--- src/rtl/sync_frame_xor_deframer_assert.svh ---
// assertion macros for the sync frame xor deframer
// no dependencies; empty bodies when SYNTHESIS is defined
`ifndef SYNC_FRAME_XOR_DEFRAMER_ASSERT_SVH
`define SYNC_FRAME_XOR_DEFRAMER_ASSERT_SVH

`ifndef SYNTHESIS
// property holds in the same cycle
`define SFX_ASSERT_NOW(lbl, clk, rstn, ante, cons, msg) \
    lbl: assert property (@(posedge clk) disable iff (!rstn) (ante) |-> (cons)) \
        else $error(msg);
// property holds in the next cycle
`define SFX_ASSERT_NEXT(lbl, clk, rstn, ante, cons, msg) \
    lbl: assert property (@(posedge clk) disable iff (!rstn) (ante) |=> (cons)) \
        else $error(msg);
`else
`define SFX_ASSERT_NOW(lbl, clk, rstn, ante, cons, msg)
`define SFX_ASSERT_NEXT(lbl, clk, rstn, ante, cons, msg)
`endif

`endif

--- src/rtl/sfx_pkg.sv ---
// shared types and constants for the sync frame xor deframer
// no dependencies
package sfx_pkg;

    localparam int unsigned AddrWidth = 4;
    localparam int unsigned DataWidth = 32;

    typedef enum logic [1:0] {
        REG_FIRST_SYNC   = 2'd0,
        REG_SECOND_SYNC  = 2'd1,
        REG_FRAME_TYPE   = 2'd2,
        REG_FRAME_LENGTH = 2'd3
    } reg_idx_t;

    localparam logic [7:0] FirstSyncRst   = 8'd170;
    localparam logic [7:0] SecondSyncRst  = 8'd85;
    localparam logic [7:0] FrameTypeRst   = 8'd2;
    localparam logic [7:0] FrameLengthRst = 8'd32;
    localparam logic [7:0] MinLength      = 8'd2;

    typedef enum logic [1:0] {
        PH_SYNC0 = 2'd0,
        PH_SYNC1 = 2'd1,
        PH_TYPE  = 2'd2,
        PH_BODY  = 2'd3
    } phase_t;

    typedef struct packed {
        logic [7:0] first_sync;
        logic [7:0] second_sync;
        logic [7:0] frame_type;
        logic [7:0] frame_length;
    } cfg_t;

    typedef struct packed {
        logic       valid;
        logic [7:0] data_byte;
        logic       frame_end;
        logic       frame_good;
    } result_t;

endpackage

--- src/rtl/sfx_cfg.sv ---
// apb register file for the four frame settings
// depends on sfx_pkg
module sfx_cfg (
    input  logic                          clk,
    input  logic                          rst_n,
    input  logic                          psel,
    input  logic                          penable,
    input  logic                          pwrite,
    input  logic [sfx_pkg::AddrWidth-1:0] paddr,
    input  logic [sfx_pkg::DataWidth-1:0] pwdata,
    output logic [sfx_pkg::DataWidth-1:0] prdata,
    output sfx_pkg::cfg_t                 cfg
);
    import sfx_pkg::*;

    cfg_t     cfg_reg;
    cfg_t     cfg_next;
    reg_idx_t idx;
    logic     wr_en;

    assign idx   = reg_idx_t'(paddr[AddrWidth-1:2]);
    assign wr_en = psel & penable & pwrite;

    always_comb
    begin
        cfg_next = cfg_reg;
        if (wr_en)
        begin
            unique case (idx)
                REG_FIRST_SYNC:   cfg_next.first_sync   = pwdata[7:0];
                REG_SECOND_SYNC:  cfg_next.second_sync  = pwdata[7:0];
                REG_FRAME_TYPE:   cfg_next.frame_type   = pwdata[7:0];
                REG_FRAME_LENGTH: cfg_next.frame_length = pwdata[7:0];
                default:          cfg_next = cfg_reg;
            endcase
        end
    end

    always_ff @(posedge clk or negedge rst_n)
    begin
        if (!rst_n)
        begin
            cfg_reg.first_sync   <= FirstSyncRst;
            cfg_reg.second_sync  <= SecondSyncRst;
            cfg_reg.frame_type   <= FrameTypeRst;
            cfg_reg.frame_length <= FrameLengthRst;
        end
        else
        begin
            cfg_reg <= cfg_next;
        end
    end

    always_comb
    begin
        unique case (idx)
            REG_FIRST_SYNC:   prdata = {{(DataWidth-8){1'b0}}, cfg_reg.first_sync};
            REG_SECOND_SYNC:  prdata = {{(DataWidth-8){1'b0}}, cfg_reg.second_sync};
            REG_FRAME_TYPE:   prdata = {{(DataWidth-8){1'b0}}, cfg_reg.frame_type};
            REG_FRAME_LENGTH: prdata = {{(DataWidth-8){1'b0}}, cfg_reg.frame_length};
            default:          prdata = '0;
        endcase
    end

    assign cfg = cfg_reg;

endmodule

--- src/rtl/sfx_step.sv ---
// hunt state machine, byte counter and xor accumulator; one byte per step
// depends on sfx_pkg
module sfx_step (
    input  logic             clk,
    input  logic             rst_n,
    input  logic             step,
    input  logic [7:0]       rx_byte,
    input  sfx_pkg::cfg_t    cfg,
    output sfx_pkg::result_t res
);
    import sfx_pkg::*;

    phase_t     phase_reg;
    phase_t     phase_next;
    logic [7:0] count_reg;
    logic [7:0] count_next;
    logic [7:0] xor_reg;
    logic [7:0] xor_next;
    logic [7:0] len;
    logic [7:0] count_inc;

    // lengths below two behave as two
    assign len       = (cfg.frame_length < MinLength) ? MinLength : cfg.frame_length;
    assign count_inc = (count_reg == 8'hff) ? count_reg : count_reg + 8'd1;

    always_ff @(posedge clk or negedge rst_n)
    begin
        if (!rst_n)
        begin
            phase_reg <= PH_SYNC0;
            count_reg <= '0;
            xor_reg   <= '0;
        end
        else if (step)
        begin
            phase_reg <= phase_next;
            count_reg <= count_next;
            xor_reg   <= xor_next;
        end
    end

    always_comb
    begin
        phase_next = phase_reg;
        count_next = count_reg;
        xor_next   = xor_reg;
        res        = '0;
        unique case (phase_reg)
            PH_SYNC0:
            begin
                if (rx_byte == cfg.first_sync)
                    phase_next = PH_SYNC1;
            end
            PH_SYNC1:
            begin
                phase_next = (rx_byte == cfg.second_sync) ? PH_TYPE : PH_SYNC0;
            end
            PH_TYPE:
            begin
                if (rx_byte == cfg.frame_type)
                begin
                    phase_next    = PH_BODY;
                    count_next    = 8'd1;
                    xor_next      = rx_byte;
                    res.valid     = 1'b1;
                    res.data_byte = rx_byte;
                end
                else
                begin
                    phase_next = PH_SYNC0;
                end
            end
            PH_BODY:
            begin
                res.valid = 1'b1;
                if (count_inc >= len)
                begin
                    // checksum byte closes the frame
                    phase_next     = PH_SYNC0;
                    count_next     = '0;
                    xor_next       = '0;
                    res.frame_end  = 1'b1;
                    res.frame_good = (rx_byte == xor_reg);
                end
                else
                begin
                    count_next    = count_inc;
                    xor_next      = xor_reg ^ rx_byte;
                    res.data_byte = rx_byte;
                end
            end
            default:
            begin
                phase_next = PH_SYNC0;
            end
        endcase
    end

endmodule

--- src/rtl/sync_frame_xor_deframer.sv ---
// sync frame xor deframer: each word is registered at the input, its result at the output
// one word per cycle when m_tready holds; the input register feeds the state step and the
// result register in a single cycle, the output register parts the two handshakes
// words that only hunt for sync give no result
// asynchronous active-low reset clears hunt state and handshakes; settings go to defaults
`include "sync_frame_xor_deframer_assert.svh"

module sync_frame_xor_deframer (
    input  logic                          clk,
    input  logic                          rst_n,
    input  logic                          psel,
    input  logic                          penable,
    input  logic                          pwrite,
    input  logic [sfx_pkg::AddrWidth-1:0] paddr,
    input  logic [sfx_pkg::DataWidth-1:0] pwdata,
    output logic [sfx_pkg::DataWidth-1:0] prdata,
    output logic                          pready,
    input  logic                          s_tvalid,
    output logic                          s_tready,
    input  logic [7:0]                    s_tdata,  // [7:0] rx_byte
    output logic                          m_tvalid,
    input  logic                          m_tready,
    output logic [7:0]                    m_tdata,  // [7:0] data_byte
    output logic                          m_tlast,  // frame_end
    output logic [0:0]                    m_tuser   // [0] frame_good
);
    import sfx_pkg::*;

    cfg_t       cfg;
    result_t    res;
    logic       in_valid_reg;
    logic       in_valid_next;
    logic [7:0] in_byte_reg;
    logic       out_valid_reg;
    logic       out_valid_next;
    logic [7:0] out_data_reg;
    logic       out_last_reg;
    logic       out_good_reg;
    logic       advance;
    logic       in_take;

    sfx_cfg u_cfg (
        .clk     (clk),
        .rst_n   (rst_n),
        .psel    (psel),
        .penable (penable),
        .pwrite  (pwrite),
        .paddr   (paddr),
        .pwdata  (pwdata),
        .prdata  (prdata),
        .cfg     (cfg)
    );

    assign pready = 1'b1;

    // held word moves on when the result register is free or being drained
    assign advance  = in_valid_reg & (~out_valid_reg | m_tready);
    assign s_tready = ~in_valid_reg | advance;
    assign in_take  = s_tvalid & s_tready;

    sfx_step u_step (
        .clk     (clk),
        .rst_n   (rst_n),
        .step    (advance),
        .rx_byte (in_byte_reg),
        .cfg     (cfg),
        .res     (res)
    );

    assign in_valid_next  = in_take | (in_valid_reg & ~advance);
    assign out_valid_next = advance ? res.valid : (out_valid_reg & ~m_tready);

    always_ff @(posedge clk or negedge rst_n)
    begin
        if (!rst_n)
        begin
            in_valid_reg  <= 1'b0;
            out_valid_reg <= 1'b0;
        end
        else
        begin
            in_valid_reg  <= in_valid_next;
            out_valid_reg <= out_valid_next;
        end
    end

    always_ff @(posedge clk)
    begin
        if (in_take)
            in_byte_reg <= s_tdata;
        if (advance && res.valid)
        begin
            out_data_reg <= res.data_byte;
            out_last_reg <= res.frame_end;
            out_good_reg <= res.frame_good;
        end
    end

    assign m_tvalid   = out_valid_reg;
    assign m_tdata    = out_data_reg;
    assign m_tlast    = out_last_reg;
    assign m_tuser[0] = out_good_reg;

    `SFX_ASSERT_NOW(a_good_only_at_end, clk, rst_n, m_tvalid && m_tuser[0], m_tlast, "frame_good set on a word that does not end a frame")
    `SFX_ASSERT_NOW(a_end_data_zero, clk, rst_n, m_tvalid && m_tlast, m_tdata == 8'd0, "end word carries nonzero data")
    `SFX_ASSERT_NOW(a_ready_when_empty, clk, rst_n, !in_valid_reg, s_tready, "input stage empty but not ready")
    `SFX_ASSERT_NEXT(a_stall_keeps_input, clk, rst_n, in_valid_reg && out_valid_reg && !m_tready, in_valid_reg, "held input word lost during output stall")

endmodule

--- config.mk ---
export PLATFORM = sky130hd
export DESIGN_NAME = sync_frame_xor_deframer
export DESIGN_NICKNAME = d
export VERILOG_FILES = /design/src/rtl/sfx_pkg.sv /design/src/rtl/sfx_cfg.sv /design/src/rtl/sfx_step.sv /design/src/rtl/sync_frame_xor_deframer.sv
export VERILOG_INCLUDE_DIRS = /design/src /design/src/rtl
export SDC_FILE = /design/constraint.sdc
export NUM_CORES = 1
export LEC_CHECK = 0
export BUFFER_PORTS_ARGS = -buffer_cell sky130_fd_sc_hd__buf_2
export CAP_MARGIN = 20
export CORE_AREA = 2 2 75 149
export CTS_CLUSTER_DIAMETER = 100
export DETAILED_ROUTE_END_ITERATION = 8
export DIE_AREA = 0 0 77 151
export PLACE_DENSITY = 0.58
export SYNTH_ARGS = -nofsm -noshare
export SYNTH_HDL_FRONTEND = slang
export SYNTH_SLANG_ARGS = --single-unit
--- constraint.sdc ---
create_clock -name clk -period 5.2 [get_ports clk]
set_clock_uncertainty 0.2 [all_clocks]
set_input_delay 0.26 -clock clk [delete_from_list [all_inputs] [get_ports clk]]
set_output_delay 0.26 -clock clk [all_outputs]
set_load 0.05 [all_outputs]
==> run_results.csv <==
group,metric,value,unit
die,start_util,39.2,%
sta,rsz0062_at_grt,"no",
sta,hold_viol_final,0,
clock_network,cts_buffers,9,
synth,syn-cell-area,0.00411,mm^2
global_routing,grt_pass1_wl,14200,um
hold_path,holdCritPathClass,"input port to flip-flop",
global_routing,antenna_found_initial,0,
critical_path,r2r_cells,12,
die,dieArea,0.0116,mm^2
critical_path,start_kind,"flip-flop",
clock_network,cts_resized,0,
cells_and_area,fin_nets,443,
die,core-area,0.0105,mm^2
run,cap_violations,0,
synth,synth_flop_cell,"dfrtp_1",
cells_and_area,largest_reg_flops,32,
detailed_routing,first_iter_violations,127,
synth,ys_seq_area_share,45.1,%
detailed_routing,drc_errors,0,
synth,synth_seq_cells,70,
detailed_routing,vias_per_cell,5.10,
synth,synth_common_cells,"42 x dfrtp_1, 34 x mux2_2, 31 x xnor2_1",
sta,setup_violations,0,
cells_and_area,layoutNonFillerInstCount,525,
detailed_routing,dr_total_vias,2675,
synth,yosysTopAreaCell,"dfrtp_1",
global_routing,grtUsageTotal,16.3,%
synth,syn-instance-count,334,
clock_network,cts_max_level,3,
sta,max_slew_margin,41.9,%
global_routing,grt_pass1_vias,2758,
sta,timing.fmax,0.241,GHz
sta,fin_crit,4150,ps
global_routing,overflow,0,
clock_network,cts_tree,"yes",
global_routing,use_met2,31.4,%
critical_path,critPathKind,"flip-flop to flip-flop",
critical_path,cp_max_fo,20,
detailed_routing,drt_wl_total,8900,um
place,dp.cells,496,
critical_path,worstPathRequired,5270,ps
die,placementRows,53,
synth,synth_area_leaders,"dfrtp_1 26%, edfxtp_1 13%, mux2_2 9.3%, xnor2_1 6.6%, dfstp_2 6.4%",
detailed_routing,drt-pass1-iter-count,4,
synth,synth_most_common_cell,"dfrtp_1",
place,gp_congestion,0.773,
critical_path,cp.arrival,4210,ps
cells_and_area,fillers,1011,
power,ir_drop,0.314,mV
synth,synth.distinct_cells,55,
global_routing,met1_usage,17.1,%
global_routing,busiest_layer,"met2",
clock_network,root_buffer,"clkbuf_16",
clock_network,clk_pin_slew,60,ps
power,powerDensity,379,mW/mm^2
synth,yosys_warnings,0,
sta,slew_viol_final,0,
hold_path,hold_path_depth,2,
synth,synthArstFlopShare,74.3,%
place,io_buffers,44,
synth,avgSynthCellArea,12.3,um^2
synth,yosys.area.top_type_share,25.6,%
clock_network,clock_latency,330,ps
cells_and_area,fin_util,45.1,%
cells_and_area,antenna_cells,0,
global_routing,use_met3,2.26,%
cells_and_area,syn2layout_area_growth,15.1,%
power,total_leakage_power,1.99,nW
sta,finalSetupTns,0,ps
die,die_y,151,um
die,ios,96,
die,die_w,77,um
detailed_routing,wl_per_cell,17.0,um
critical_path,crit_path_end_kind,"flip-flop",
sta,tightest_slew,869,ps
global_routing,grt_max_degree,53,
detailed_routing,ant_nets,0,
sta,period_share,79.7,%
clock_network,cts_num_sinks,70,
place,hpwl,6550,um
synth,synth-edff-count,18,
status,status,"finished clean",
clock_network,clk_path_buf_depth,2,
cells_and_area,drive_gt1_share,34.0,%
-- report_power, final --
part / internal [W] / leakage, nW / switching, W / total (W)
Combinational: 0.000181 / 1.02 / 0.000251 / 0.000432
Clock: 0.000374 / 0.135 / 0.000240 / 0.000614
Sequential: 0.000654 / 0.834 / 0.0000950 / 0.000749
-- metal layers --
layer | vias up | part of all wire [%]
li1 | 1271 | -
met1 | 1339 | 38
met2 | 53 | 57
met3 | 12 | 2.3
met4 | 0 | 2.4
met5 | - | 0
-- worst paths after layout --
path / from / endpoint / slack (ps)
worst max-delay path: u_step.count_reg[0] / u_step.count_reg[1] / 1050
worst min-delay path: pwdata[3] / u_cfg.cfg[11] / 6
worst max register to register: u_step.count_reg[0] / u_step.count_reg[1] / 1050
worst min register to register: m_tvalid / m_tvalid / 330
max in group asynchronous: rst_n / u_cfg.cfg[8] / 3950
min in group asynchronous: rst_n / u_step.count_reg[5] / 370
-- cell usage in the layout, fill, tap and decap left out, drive strengths merged, types with 4 or more instances in the layout --
cell type	n
nand2	8
nor2b	11
ha	9
and3	7
edfxtp	18
nand3	14
nand4	7
nor2	8
mux4	8
dfstp	10
clkbuf	10
mux2	35
o21bai	8
xor2	4
dlygate4sd3	13
a21oi	10
xnor2	31
dfrtp	42
inv	11
conb	25
a32o	8
buf	45
o31ai	10
-- layout make-up --
class / count / area, um^2 / area share (%)
Timing Repair Buffer: 58 / 358 / 7.57
Clock inverter: 6 / 70.1 / 1.48
Inverter: 10 / 37.5 / 0.794
Tap cell: 137 / 171 / 3.62
Sequential cell: 70 / 1850 / 39.2
Clock buffer: 10 / 229 / 4.84
Multi-Input combinational cell: 234 / 2010 / 42.5
-- timing repair --
| action | 4_1_cts | 5_1_grt |
|---|---|---|
| endpoints found under the hold margin | 61 | 0 |
| hold buffers | 13 | 0 |
| setup buffers | 0 | 0 |
| endpoints found under the setup margin | 0 | 0 |
-- critical path, stage by stage, from the launching register on --
cell and delay [ps]:
dfrtp_1 430, ha_1 240, and3_1 260, and3_1 200, nand3_1 390, mux2_1 470, ha_1 310, nor2b_1 140
o211a_1 230, o311ai_4 510, nand2_4 290, o31ai_2 240, a22o_1 170
-- logic make-up after synthesis --
group	count (synthesis)	synth area share [%]
AO/OA/AOI/OAI	57	13.2
AND/OR/NAND/NOR	64	9.05
other	2	0.183
adder cells (fa/ha/maj)	9	2.74
XOR/XNOR	35	7.46
multiplexers	44	14.2
flip-flops	70	45.1
buffers and inverters	53	8.04
-- through the flow --
step | hold slack (ps) | area (um^2) | total power, W | worst slack [ps]
after detailed placement | 225 | 4300 | 0.00119 | 1030
after floorplan | -236 | 4190 | 0.00110 | 1620
after global routing | 13.7 | 4730 | 0.00188 | 792
final | 5.84 | 4730 | 0.00179 | 1050
after CTS | 0.329 | 4730 | 0.00181 | 1020
after global placement | 229 | 4300 | 0.00118 | 1080
(Power assumes the default switching activity.)
